## src/sv/hcm_pkg.sv

```systemverilog
`timescale 1ns / 1ps

package hcm_pkg;

  typedef enum logic [1:0] {
    FUNC_KEY    = 2'd0,
    FUNC_ADD    = 2'd1,
    FUNC_REMOVE = 2'd2,
    FUNC_CLEAR  = 2'd3
  } func_e;

  typedef enum logic [1:0] {
    ST_IDLE,
    ST_SCAN,
    ST_COMPACT
  } state_e;

  // Modifier bit order is control, shift, super, alt (msb to lsb).
  localparam int unsigned ModCtrl  = 3;
  localparam int unsigned ModShift = 2;
  localparam int unsigned ModSuper = 1;
  localparam int unsigned ModAlt   = 0;

  typedef struct packed {
    logic [15:0] id;
    logic [3:0]  mods;
    logic [7:0]  key;
  } entry_t;

  typedef struct packed {
    logic        vld;
    logic        hit;
    logic [3:0]  mods;
    logic [7:0]  key;
    logic [15:0] hit_id;
  } token_t;

  typedef struct packed {
    logic   add;
    logic   remove;
    logic   clear;
    logic   take;
    logic   give;
    entry_t arg;
  } cell_cmd_t;

endpackage

```

## src/sv/hcm_cell.sv

```systemverilog
`timescale 1ns / 1ps

module hcm_cell
  import hcm_pkg::*;
(
  input  logic      clk_i,
  input  logic      rst_ni,
  input  cell_cmd_t cmd_i,
  input  logic      prv_valid_i,
  input  logic      nxt_valid_i,
  input  entry_t    nxt_entry_i,
  input  token_t    tok_i,
  output token_t    tok_o,
  output logic      valid_o,
  output entry_t    entry_o
);

  logic   valid_q, valid_d;
  entry_t entry_q, entry_d;
  token_t tok_q, tok_d;

  always_comb begin
    valid_d = valid_q;
    entry_d = entry_q;
    if (cmd_i.clear) begin
      valid_d = 1'b0;
    end else if (cmd_i.add && !valid_q && prv_valid_i) begin
      valid_d = 1'b1;
      entry_d = cmd_i.arg;
    end else if (cmd_i.remove && valid_q && (entry_q.id == cmd_i.arg.id)) begin
      valid_d = 1'b0;
    end else if (cmd_i.take && !valid_q && nxt_valid_i) begin
      valid_d = 1'b1;
      entry_d = nxt_entry_i;
    end else if (cmd_i.give && valid_q && !prv_valid_i) begin
      valid_d = 1'b0;
    end
  end

  always_comb begin
    tok_d = tok_i;
    if (tok_i.vld && !tok_i.hit && valid_q && (entry_q.key == tok_i.key) &&
        (entry_q.mods == tok_i.mods)) begin
      tok_d.hit    = 1'b1;
      tok_d.hit_id = entry_q.id;
    end
  end

  always_ff @(posedge clk_i or negedge rst_ni) begin
    if (!rst_ni) begin
      valid_q <= 1'b0;
      tok_q   <= '0;
    end else begin
      valid_q <= valid_d;
      tok_q   <= tok_d;
    end
  end

  always_ff @(posedge clk_i) begin
    entry_q <= entry_d;
  end

  assign tok_o   = tok_q;
  assign valid_o = valid_q;
  assign entry_o = entry_q;

endmodule

```

## src/sv/hotkey_combo_matcher_top.sv

```systemverilog
`timescale 1ns / 1ps
// Add, clear, remove and key events that need no table lookup give their result in the cycle
// after the transfer. A key press that is looked up gives its registered result once the query
// has walked the row of entry cells, which it does one cell per cycle.
// A remove blocks new input while the row compacts in odd-even rounds.
// Other operations take one item per cycle when the output side keeps up.
// Reset clears the modifier flags, all entry valid bits and the output valid flag.

module hotkey_combo_matcher_top
  import hcm_pkg::*;
#(
  parameter int unsigned TABLE_ENTRIES = 16
) (
  input  logic        clk_i,
  input  logic        rst_ni,
  input  logic        in_valid_i,
  output logic        in_ready_o,
  input  logic [1:0]  func_i,
  input  logic [7:0]  key_code_i,
  input  logic        is_release_i,
  input  logic [15:0] combo_id_i,
  input  logic        need_ctrl_i,
  input  logic        need_shift_i,
  input  logic        need_super_i,
  input  logic        need_alt_i,
  output logic        out_valid_o,
  input  logic        out_ready_i,
  output logic        hit_o,
  output logic [15:0] hit_id_o,
  output logic        send_dummy_release_o,
  output logic        table_full_o
);

  localparam int unsigned CntW = (TABLE_ENTRIES > 1) ? $clog2(TABLE_ENTRIES) : 1;

  localparam logic [7:0] KeyLwin   = 8'h5B;
  localparam logic [7:0] KeyRwin   = 8'h5C;
  localparam logic [7:0] KeyAlt    = 8'h12;
  localparam logic [7:0] KeyLalt   = 8'hA4;
  localparam logic [7:0] KeyRalt   = 8'hA5;
  localparam logic [7:0] KeyShift  = 8'h10;
  localparam logic [7:0] KeyLshift = 8'hA0;
  localparam logic [7:0] KeyRshift = 8'hA1;
  localparam logic [7:0] KeyCtrl   = 8'h11;
  localparam logic [7:0] KeyLctrl  = 8'hA2;
  localparam logic [7:0] KeyRctrl  = 8'hA3;

  state_e state_q, state_d;
  logic [CntW-1:0] cnt_q, cnt_d;
  logic [3:0] held_q, held_d;

  logic        out_valid_q, out_valid_d;
  logic        hit_q, hit_d;
  logic [15:0] hit_id_q, hit_id_d;
  logic        dummy_q, dummy_d;
  logic        full_q, full_d;

  logic      accept;
  func_e     func;
  logic      is_super, is_alt, is_shift, is_ctrl, is_mod;
  logic      lookup;
  cell_cmd_t base_cmd;
  token_t    inject;

  logic   [TABLE_ENTRIES-1:0] valid_vec;
  entry_t                     entry_vec [TABLE_ENTRIES];
  token_t                     tok_vec   [TABLE_ENTRIES];
  logic   [TABLE_ENTRIES-1:0] tok_vld_vec;
  token_t                     tok_last;

  assign accept   = in_valid_i && in_ready_o;
  assign func     = func_e'(func_i);
  assign tok_last = tok_vec[TABLE_ENTRIES-1];

  assign is_super = (key_code_i == KeyLwin) || (key_code_i == KeyRwin);
  assign is_alt   = (key_code_i == KeyAlt) || (key_code_i == KeyLalt) ||
                    (key_code_i == KeyRalt);
  assign is_shift = (key_code_i == KeyShift) || (key_code_i == KeyLshift) ||
                    (key_code_i == KeyRshift);
  assign is_ctrl  = (key_code_i == KeyCtrl) || (key_code_i == KeyLctrl) ||
                    (key_code_i == KeyRctrl);
  assign is_mod   = is_super || is_alt || is_shift || is_ctrl;

  assign lookup = (func == FUNC_KEY) && !is_mod && !is_release_i &&
                  (held_q[ModSuper] || held_q[ModAlt] || held_q[ModCtrl]);

  always_comb begin
    inject        = '0;
    inject.vld    = accept && lookup;
    inject.mods   = held_q;
    inject.key    = key_code_i;
  end

  always_comb begin
    base_cmd          = '0;
    base_cmd.arg.id   = combo_id_i;
    base_cmd.arg.mods = {need_ctrl_i, need_shift_i, need_super_i, need_alt_i};
    base_cmd.arg.key  = key_code_i;
    if (accept) begin
      unique case (func)
        FUNC_KEY:    base_cmd.add = 1'b0;
        FUNC_ADD:    base_cmd.add = !valid_vec[TABLE_ENTRIES-1];
        FUNC_REMOVE: base_cmd.remove = 1'b1;
        FUNC_CLEAR:  base_cmd.clear = 1'b1;
      endcase
    end
  end

  for (genvar i = 0; i < TABLE_ENTRIES; i++) begin : g_cell
    localparam logic Par = 1'(i % 2);
    cell_cmd_t cmd;
    logic      prv_valid;
    logic      nxt_valid;
    entry_t    nxt_entry;
    token_t    tok_in;

    if (i == 0) begin : g_head
      assign prv_valid = 1'b1;
      assign tok_in    = inject;
    end else begin : g_body
      assign prv_valid = valid_vec[i-1];
      assign tok_in    = tok_vec[i-1];
    end

    if (i == TABLE_ENTRIES - 1) begin : g_tail
      assign nxt_valid = 1'b0;
      assign nxt_entry = entry_vec[i];
    end else begin : g_inner
      assign nxt_valid = valid_vec[i+1];
      assign nxt_entry = entry_vec[i+1];
    end

    always_comb begin
      cmd      = base_cmd;
      cmd.take = (state_q == ST_COMPACT) && (cnt_q[0] == Par) &&
                 (i < TABLE_ENTRIES - 1);
      cmd.give = (state_q == ST_COMPACT) && (cnt_q[0] != Par) && (i > 0);
    end

    hcm_cell u_cell (
      .clk_i       (clk_i),
      .rst_ni      (rst_ni),
      .cmd_i       (cmd),
      .prv_valid_i (prv_valid),
      .nxt_valid_i (nxt_valid),
      .nxt_entry_i (nxt_entry),
      .tok_i       (tok_in),
      .tok_o       (tok_vec[i]),
      .valid_o     (valid_vec[i]),
      .entry_o     (entry_vec[i])
    );

    assign tok_vld_vec[i] = tok_vec[i].vld;
  end

  always_comb begin
    state_d     = state_q;
    cnt_d       = cnt_q;
    held_d      = held_q;
    out_valid_d = out_valid_q;
    hit_d       = hit_q;
    hit_id_d    = hit_id_q;
    dummy_d     = dummy_q;
    full_d      = full_q;
    in_ready_o  = (state_q == ST_IDLE) && (!out_valid_q || out_ready_i);

    if (out_valid_q && out_ready_i) begin
      out_valid_d = 1'b0;
    end

    unique case (state_q)
      ST_IDLE: begin
        if (accept) begin
          if (lookup) begin
            state_d = ST_SCAN;
          end else begin
            out_valid_d = 1'b1;
            hit_d       = 1'b0;
            hit_id_d    = '0;
            dummy_d     = 1'b0;
            full_d      = (func == FUNC_ADD) && valid_vec[TABLE_ENTRIES-1];
            if (func == FUNC_REMOVE) begin
              state_d = ST_COMPACT;
              cnt_d   = '0;
            end
          end
          if (func == FUNC_KEY) begin
            if (is_super) held_d[ModSuper] = !is_release_i;
            if (is_alt)   held_d[ModAlt]   = !is_release_i;
            if (is_shift) held_d[ModShift] = !is_release_i;
            if (is_ctrl)  held_d[ModCtrl]  = !is_release_i;
          end
        end
      end
      ST_SCAN: begin
        if (tok_last.vld) begin
          state_d     = ST_IDLE;
          out_valid_d = 1'b1;
          hit_d       = tok_last.hit;
          hit_id_d    = tok_last.hit_id;
          dummy_d     = tok_last.hit && tok_last.mods[ModSuper];
          full_d      = 1'b0;
        end
      end
      ST_COMPACT: begin
        if (cnt_q == CntW'(TABLE_ENTRIES - 1)) begin
          state_d = ST_IDLE;
        end else begin
          cnt_d = cnt_q + CntW'(1);
        end
      end
      default: state_d = ST_IDLE;
    endcase
  end

  always_ff @(posedge clk_i or negedge rst_ni) begin
    if (!rst_ni) begin
      state_q     <= ST_IDLE;
      cnt_q       <= '0;
      held_q      <= '0;
      out_valid_q <= 1'b0;
    end else begin
      state_q     <= state_d;
      cnt_q       <= cnt_d;
      held_q      <= held_d;
      out_valid_q <= out_valid_d;
    end
  end

  always_ff @(posedge clk_i) begin
    hit_q    <= hit_d;
    hit_id_q <= hit_id_d;
    dummy_q  <= dummy_d;
    full_q   <= full_d;
  end

  assign out_valid_o          = out_valid_q;
  assign hit_o                = hit_q;
  assign hit_id_o             = hit_id_q;
  assign send_dummy_release_o = dummy_q;
  assign table_full_o         = full_q;

  a_prefix_valid : assert property (@(posedge clk_i) disable iff (!rst_ni)
    (state_q == ST_IDLE) |-> (((valid_vec >> 1) & ~valid_vec) == '0))
    else $error("Valid entries are not a contiguous prefix.");

  a_one_token : assert property (@(posedge clk_i) disable iff (!rst_ni)
    $onehot0(tok_vld_vec))
    else $error("More than one query token in the cell row.");

  a_idle_no_token : assert property (@(posedge clk_i) disable iff (!rst_ni)
    in_ready_o |-> (tok_vld_vec == '0))
    else $error("Input ready while a query is in flight.");

  a_dummy_needs_hit : assert property (@(posedge clk_i) disable iff (!rst_ni)
    (out_valid_o && send_dummy_release_o) |-> hit_o)
    else $error("Dummy release requested without a hit.");

  a_full_no_hit : assert property (@(posedge clk_i) disable iff (!rst_ni)
    (out_valid_o && table_full_o) |-> (!hit_o && (hit_id_o == '0)))
    else $error("Table full result carries a hit.");

endmodule
```

## config.mk

```make
export PLATFORM = sky130hd
export DESIGN_NAME = hotkey_combo_matcher_top
export DESIGN_NICKNAME = d
export VERILOG_FILES = /design/src/sv/hcm_pkg.sv /design/src/sv/hcm_cell.sv /design/src/sv/hotkey_combo_matcher_top.sv
export SDC_FILE = /design/constraint.sdc
export NUM_CORES = 1
export LEC_CHECK = 0
export BUFFER_PORTS_ARGS = -buffer_cell sky130_fd_sc_hd__buf_2
export CORE_MARGIN = 2
export CORE_UTILIZATION = 55
export CTS_BUF_LIST = sky130_fd_sc_hd__clkbuf_16
export CTS_CLUSTER_DIAMETER = 80
export DETAILED_ROUTE_END_ITERATION = 6
export GPL_TIMING_DRIVEN = 0
export PLACE_DENSITY = 0.68
export SYNTH_ARGS = -nofsm -noshare
export SYNTH_HDL_FRONTEND = slang
export SYNTH_HIERARCHICAL = 1
export SYNTH_SLANG_ARGS = --single-unit
```

## constraint.sdc

```tcl
create_clock -name clk_i -period 17.35 [get_ports clk_i]
set_clock_uncertainty 0.1 [all_clocks]
set_input_delay 1.735 -clock clk_i [delete_from_list [all_inputs] [get_ports clk_i]]
set_output_delay 1.735 -clock clk_i [all_outputs]
set_load 0.01 [all_outputs]
```

==> results of run 1 <==
==> per-layer routing <==
layer | GRT usage [%] | vias to the layer above | share of wire, % | wire (um)
li1 | - | 9949 | - | -
met1 | 29.9 | 10900 | 44 | 37700
met2 | 38.9 | 384 | 51 | 43500
met3 | 2.91 | 133 | 2.8 | 2400
met4 | 6.51 | 0 | 2.5 | 2150
met5 | 0 | - | 0 | 0
==> worst max-delay path, delay by kind of cell <==
kind            cells  cell delay, ns
simple gates        6            2.08
buf+inv             2            0.68
compound gates      1            0.26
mux                 1            0.20
==> registers in the layout, summed over array words and instances (netlist names) <==
register               count
cnt_q                      4
g_cell.u_cell/entry_o    448
g_cell.u_cell/tok_o      469
g_cell.u_cell/valid_o     16
held_q                     4
hit_id_o                  16
hit_o                      1
out_valid_o                1
send_dummy_release_o       1
state_q                    2
table_full_o               1
==> power by group <==
| part | switching (W) | internal [W] | leakage, nW |
|---|---|---|---|
| logic | 0.000309 | 0.000261 | 6.74 |
| registers | 0.000149 | 0.00262 | 9.89 |
| clock network | 0.000882 | 0.00121 | 1.70 |
| total | 0.00134 | 0.00409 | 18.3 |
==> worst max-delay path by stage <==
stage                     slack, ns     startpoint  cells past startpoint                                    end
after floorplan               10.02    out_ready_i                      5  g_cell[0].u_cell/entry_o[0]$_DFFE_PP_
after global placement         3.91         rst_ni                      1   g_cell[0].u_cell/tok_o[22]$_DFF_PN0_
after detailed placement      12.25  key_code_i[4]                     10   g_cell[0].u_cell/tok_o[10]$_DFF_PN0_
after CTS                     12.85  key_code_i[2]                     10    g_cell[0].u_cell/tok_o[8]$_DFF_PN0_
after global routing          12.71  key_code_i[2]                     10    g_cell[0].u_cell/tok_o[8]$_DFF_PN0_
final                         12.85  key_code_i[2]                     10    g_cell[0].u_cell/tok_o[8]$_DFF_PN0_
==> placed cells by master (no fill, tap or decap), drive strengths merged, types with 6 or more instances in the layout <==
master and count:
clkinv 34, nor2b 6, nand3 19, a22oi 16, conb 24, inv 64
edfxtp 467, a31oi 16, mux2i 6, clkbuf 103, nor4 48, mux2 704
nand4 68, buf 162, nor2 8, and2 18, nand2 20, nand3b 16
or2b 16, nor3 53, dfrtp 496, xnor2 257, bufinv 11, a41oi 17
nand2b 19, xor2 192
==> per-stage QoR <==
stage / hold slack (ns) / total power, W
after floorplan: 0.254 / 0.00312
after global placement: 0.265 / 0.00333
after detailed placement: 0.263 / 0.00337
after CTS: 0.277 / 0.00548
after global routing: 0.289 / 0.00565
final: 0.276 / 0.00543
==> cell type report <==
cell class                 instances  area (um2)  area share (%)
sequential                       963       26400            55.4
multi-input combinational       1549       15400            32.3
clock buffer                     101        2530            5.30
tap                             1030        1290            2.70
timing repair buffer              98         836            1.75
clock inverter                    85         666            1.40
buffer                            66         428           0.897
inverter                          25        93.8           0.197
antenna                            2        5.00          0.0105
==> impl_metrics.tcl, run 1 <==
set metrics [dict create \
    synthesis.yosys.warnings 6 \
    synthesis.area_per_instance_um2 16.3 \
    chipWidth_um 281 \
    rows 101 \
    final_design_area_no_fill_um2 47700 \
    grt_max_degree 112 \
    report.final.hold_viol_count 0 \
    tritoncts.num_buffers 99 \
    reg2reg_launch_point "state_q[0]$_DFFE_PN0P_" \
    worst_ir_drop_vdd_v 0.0000811 \
    cap_viol_max_count 0 \
    wire_per_inst_um 21.9 \
    route.vias.total 21300 \
    drive_gt1_share_pct 37.1 \
    postRouteAntennaNets 0 \
    finalSetupViolCount 0 \
    hold_start "g_cell[0].u_cell/tok_o[29]$_DFF_PN0_" \
    avgViaCountPerCell 5.44 \
    max_clk_rate_ghz 0.222 \
    globalRouteTotalUtil_pct 22.5 \
    unrepaired_setup_endpoints_after_global_routing "no" \
    core_area_um2 75900 \
    totalWireLength_mm 85.8 \
    die_area_um2 78900 \
    synth_cells 2581 \
    slew_viol_final 0 \
    worst_hold_path.num_cells 0 \
    dp_worst_setup_slack_ns 12.25 \
    pleak_nw 18.3 \
    port_buffers 55 \
    slew-limit-headroom_pct 31.5 \
    grt_antenna_before_repair 4 \
    final.period_utilization_pct 26.0 \
    post_synth_instance_area_um2 42200 \
    setup.worst_path.end_class "register" \
    worst-r2r-setup-slack_ns 13.63 \
    post_cts_hold_buffer_count 0 \
    clock_insertion_delay_worst_skew_ns 0.65 \
    dp.final_hpwl_mm 58.2 \
    crit_path_start_kind "input port" \
    crit_path_cell_trace "buf_2 -> and3b_2 -> o2111a_1 -> nor3_1 -> and3_1 -> nand2_1 -> nor3_1 -> nand4_4 -> buf_6 -> mux2_4" \
    tmin_final_ns 4.50 \
    nNetsFinal 2838 \
    power-per-cell-area_nw_per_um2 114 \
    reg2reg_to "g_cell[14].u_cell/entry_o[19]$_DFFE_PP_" \
    layout_setup_ws_ns 12.85 \
    worst-endpoint-arrival_ns 4.98 \
    clock_sinks 963 \
    finish.cell_count_without_fillers 3919 \
    grt_first_pass_wirelength_mm 138 \
    clock_path_buffers 3 \
    flow.area_growth_from_synthesis_pct 13.1 \
    post_route_drc_violation_count 0 \
    cts_tree "built" \
    final_core_utilization_pct 62.8 \
    fill_cells 5613 \
    grt_overflow_total 0 \
    crit_required_ns 17.83 \
    die_height_um 281 \
    timing.setup.tns_ns 0 \
    drt_pre_antenna_iters 5 \
    floorplan.initialDensity_pct 55.5 \
    clk_pin_slew_ns 0.06 \
    timing_worst_setup_path_type "input port to register" \
    cp_max_fanout 23 \
    first_global_vias 23500 \
    h-tree-depth 3 \
    post_place_cells 3731 \
    crit_slowest_cell "sky130_fd_sc_hd__nor3_1" \
    cts_setup_buffers 0 \
    cp_slowest_stage_delay_ns 0.58 \
    worst_slew_pin_slew_ns 1.03 \
    crit_path_frequent_cell "sky130_fd_sc_hd__nor3_1" \
    dr_iter_0_viols 1303 \
    worst_reg2reg_path_length_in_cells 7 \
    place.gp.congestion 0.806 \
    boundaryPins 56 \
    post_dp_cell_area_um2 44500 \
    hold_path.class "register to register" \
    cts.root.buffer_cell "sky130_fd_sc_hd__clkbuf_16" \
    cts_resized 0 \
    outcome "finished clean" \
    min_delay_worst_endpoint "g_cell[1].u_cell/tok_o[29]$_DFF_PN0_" \
]
Note: power is estimated with default switching activity, not from simulation.
==> run 2, diff against run 1 <==
- ABC_AREA: default -> 1
- clock period: 17.35 -> 4.4 ns (I/O delays scaled with it)
==> impl_metrics.tcl, run 2 <==
set metrics [dict create \
    core_area_um2 80700 \
    drt_pre_antenna_iters 6 \
    post_place_cells 5772 \
    rows 104 \
    grt_max_degree 122 \
    slew_viol_final 0 \
    cts.root.buffer_cell "sky130_fd_sc_hd__clkbuf_16" \
    commonest_non_fill_non_tap_cell_in_the_layout "sky130_fd_sc_hd__nand2_1" \
    final_core_utilization_pct 62.6 \
    post_cts_hold_buffer_count 2 \
    h-tree-depth 3 \
    floorplan.initialDensity_pct 55.6 \
    totalWireLength_mm 116 \
    port_buffers 55 \
    finish.cell_count_without_fillers 5960 \
    cap_viol_max_count 0 \
    synth_cells 4613 \
    dp.final_hpwl_mm 79.4 \
    die_area_um2 83900 \
    postRouteAntennaNets 0 \
    timing_worst_setup_path_type "register to register" \
    boundaryPins 56 \
    seqPwrFrac_pct 50.3 \
    worst-endpoint-arrival_ns 3.42 \
    synthesis.yosys.warnings 6 \
    slew-limit-headroom_pct 2.86 \
    worst_slew_pin_slew_ns 1.46 \
    flow.area_growth_from_synthesis_pct 12.5 \
    tritoncts.num_buffers 98 \
    grt_antenna_before_repair 0 \
    clock_path_buffers 3 \
    clkPwrFrac_pct 35.8 \
    cts_resized 0 \
    grt_overflow_total 0 \
    outcome "finished clean" \
    switching_share_pct 28.1 \
    cts_setup_buffers 0 \
    avgViaCountPerCell 5.34 \
    tmin_final_ns 3.26 \
    drive_gt1_share_pct 13.6 \
    crit_required_ns 4.56 \
    power-per-cell-area_nw_per_um2 451 \
    seqCellArea_um2 26400 \
    grt_first_pass_wirelength_mm 181 \
    power_frac_comb_pct 14.0 \
    pleak_nw 23.7 \
    worst_ir_drop_vdd_v 0.000324 \
    hold_path.class "input port to register" \
    post_synth_instance_area_um2 44900 \
    unrepaired_setup_endpoints_after_global_routing "no" \
    layout_common_cells "sky130_fd_sc_hd__nand2_1 (1,504), sky130_fd_sc_hd__inv_1 (596), sky130_fd_sc_hd__dfrtp_1 (496)" \
    post_route_drc_violation_count 0 \
    crit_path_start_kind "register" \
    finalSetupViolCount 0 \
    fill_cells 6595 \
    num_antenna_cells 0 \
    synthesis.area_per_instance_um2 9.73 \
    chipWidth_um 290 \
    dp_worst_setup_slack_ns 1.12 \
    setup.worst_path.end_class "register" \
    wire_per_inst_um 19.4 \
    cp_max_fanout 29 \
    report.final.hold_viol_count 0 \
    nNetsFinal 4850 \
    die_height_um 290 \
    cellInternalPower_w 0.0164 \
    clock_insertion_delay_worst_skew_ns 0.66 \
    first_global_vias 31600 \
    layout_setup_ws_ns 1.14 \
    multi_input_area_um2 15900 \
    route.vias.total 31800 \
    final.period_utilization_pct 74.0 \
    total_switching_power_w 0.00638 \
    clk_pin_slew_ns 0.06 \
    finalHoldWorstSlack_ns 0.0577 \
    dr_iter_0_viols 2850 \
    clock_sinks 963 \
    place.gp.congestion 0.828 \
    globalRouteTotalUtil_pct 28.1 \
    max_clk_rate_ghz 0.307 \
    largest_reg_flops 469 \
    cts_tree "built" \
]
run 2: metrics by stage:
| step | power (W) | area, um2 | TNS [ns] |
|---|---|---|---|
| global route | 0.0237 | 50500 | 0 |
| global placement | 0.0145 | 46600 | -5737.24 |
| detailed placement | 0.0148 | 47300 | 0 |
| CTS | 0.0229 | 50500 | 0 |
| finish | 0.0228 | 50500 | 0 |
| floorplan | 0.0133 | 45000 | 0 |
run 2: routing by layer:
metal | track usage (%) | part of all wire (%) | vias up
li1 | - | - | 15200
met3 | 3.40 | 5.0 | 256
met1 | 36.6 | 41 | 15400
met5 | 0 | 0 | -
met4 | 9.49 | 3.5 | 0
met2 | 48.9 | 50 | 925
run 2: final timing paths:
path	slack, ns	startpoint	cells past startpoint	endpoint
min in group asynchronous	0.21	rst_ni	2	g_cell[15].u_cell/tok_o[13]$_DFF_PN0_
min reg2reg	0.28	g_cell[0].u_cell/tok_o[18]$_DFF_PN0_	0	g_cell[1].u_cell/tok_o[18]$_DFF_PN0_
max	1.14	state_q[1]$_DFFE_PN0P_	9	g_cell[13].u_cell/entry_o[1]$_DFFE_PP_
max in group asynchronous	2.41	rst_ni	4	g_cell[5].u_cell/tok_o[7]$_DFF_PN0_
min	0.06	in_valid_i	5	out_valid_o$_DFF_PN0_
max reg2reg	1.14	state_q[1]$_DFFE_PN0P_	9	g_cell[13].u_cell/entry_o[1]$_DFFE_PP_
run 2: power groups by stage:
stage	Sequential, W	Combinational (W)	Clock (W)
4_1_cts	0.0114	0.00317	0.00826
6_report	0.0114	0.00318	0.00814
2_1_floorplan	0.0113	0.00195	0
3_5_place_dp	0.0116	0.00315	0
3_3_place_gp	0.0117	0.00286	0
5_1_grt	0.0115	0.00354	0.00862
run 2: cell type report:
class | instances | area share (%)
Tap cell | 1060 | 2.63
Sequential cell | 963 | 52.4
Multi-Input combinational cell | 2981 | 31.4
Buffer | 113 | 1.40
Clock buffer | 103 | 5.11
Clock inverter | 83 | 1.09
Timing Repair Buffer | 81 | 1.70
Inverter | 576 | 4.29
run 2: critical path, stage by stage (launching register included):
cell and delay, ns:
sky130_fd_sc_hd__dfrtp_1 0.39, sky130_fd_sc_hd__clkinv_2 0.08, sky130_fd_sc_hd__nand2_4 0.07, sky130_fd_sc_hd__nor2_4 0.13, sky130_fd_sc_hd__nand2_4 0.10, sky130_fd_sc_hd__nor4_4 0.46
sky130_fd_sc_hd__buf_6 0.28, sky130_fd_sc_hd__nand3_2 0.17, sky130_fd_sc_hd__buf_2 0.25, sky130_fd_sc_hd__a21oi_4 0.82
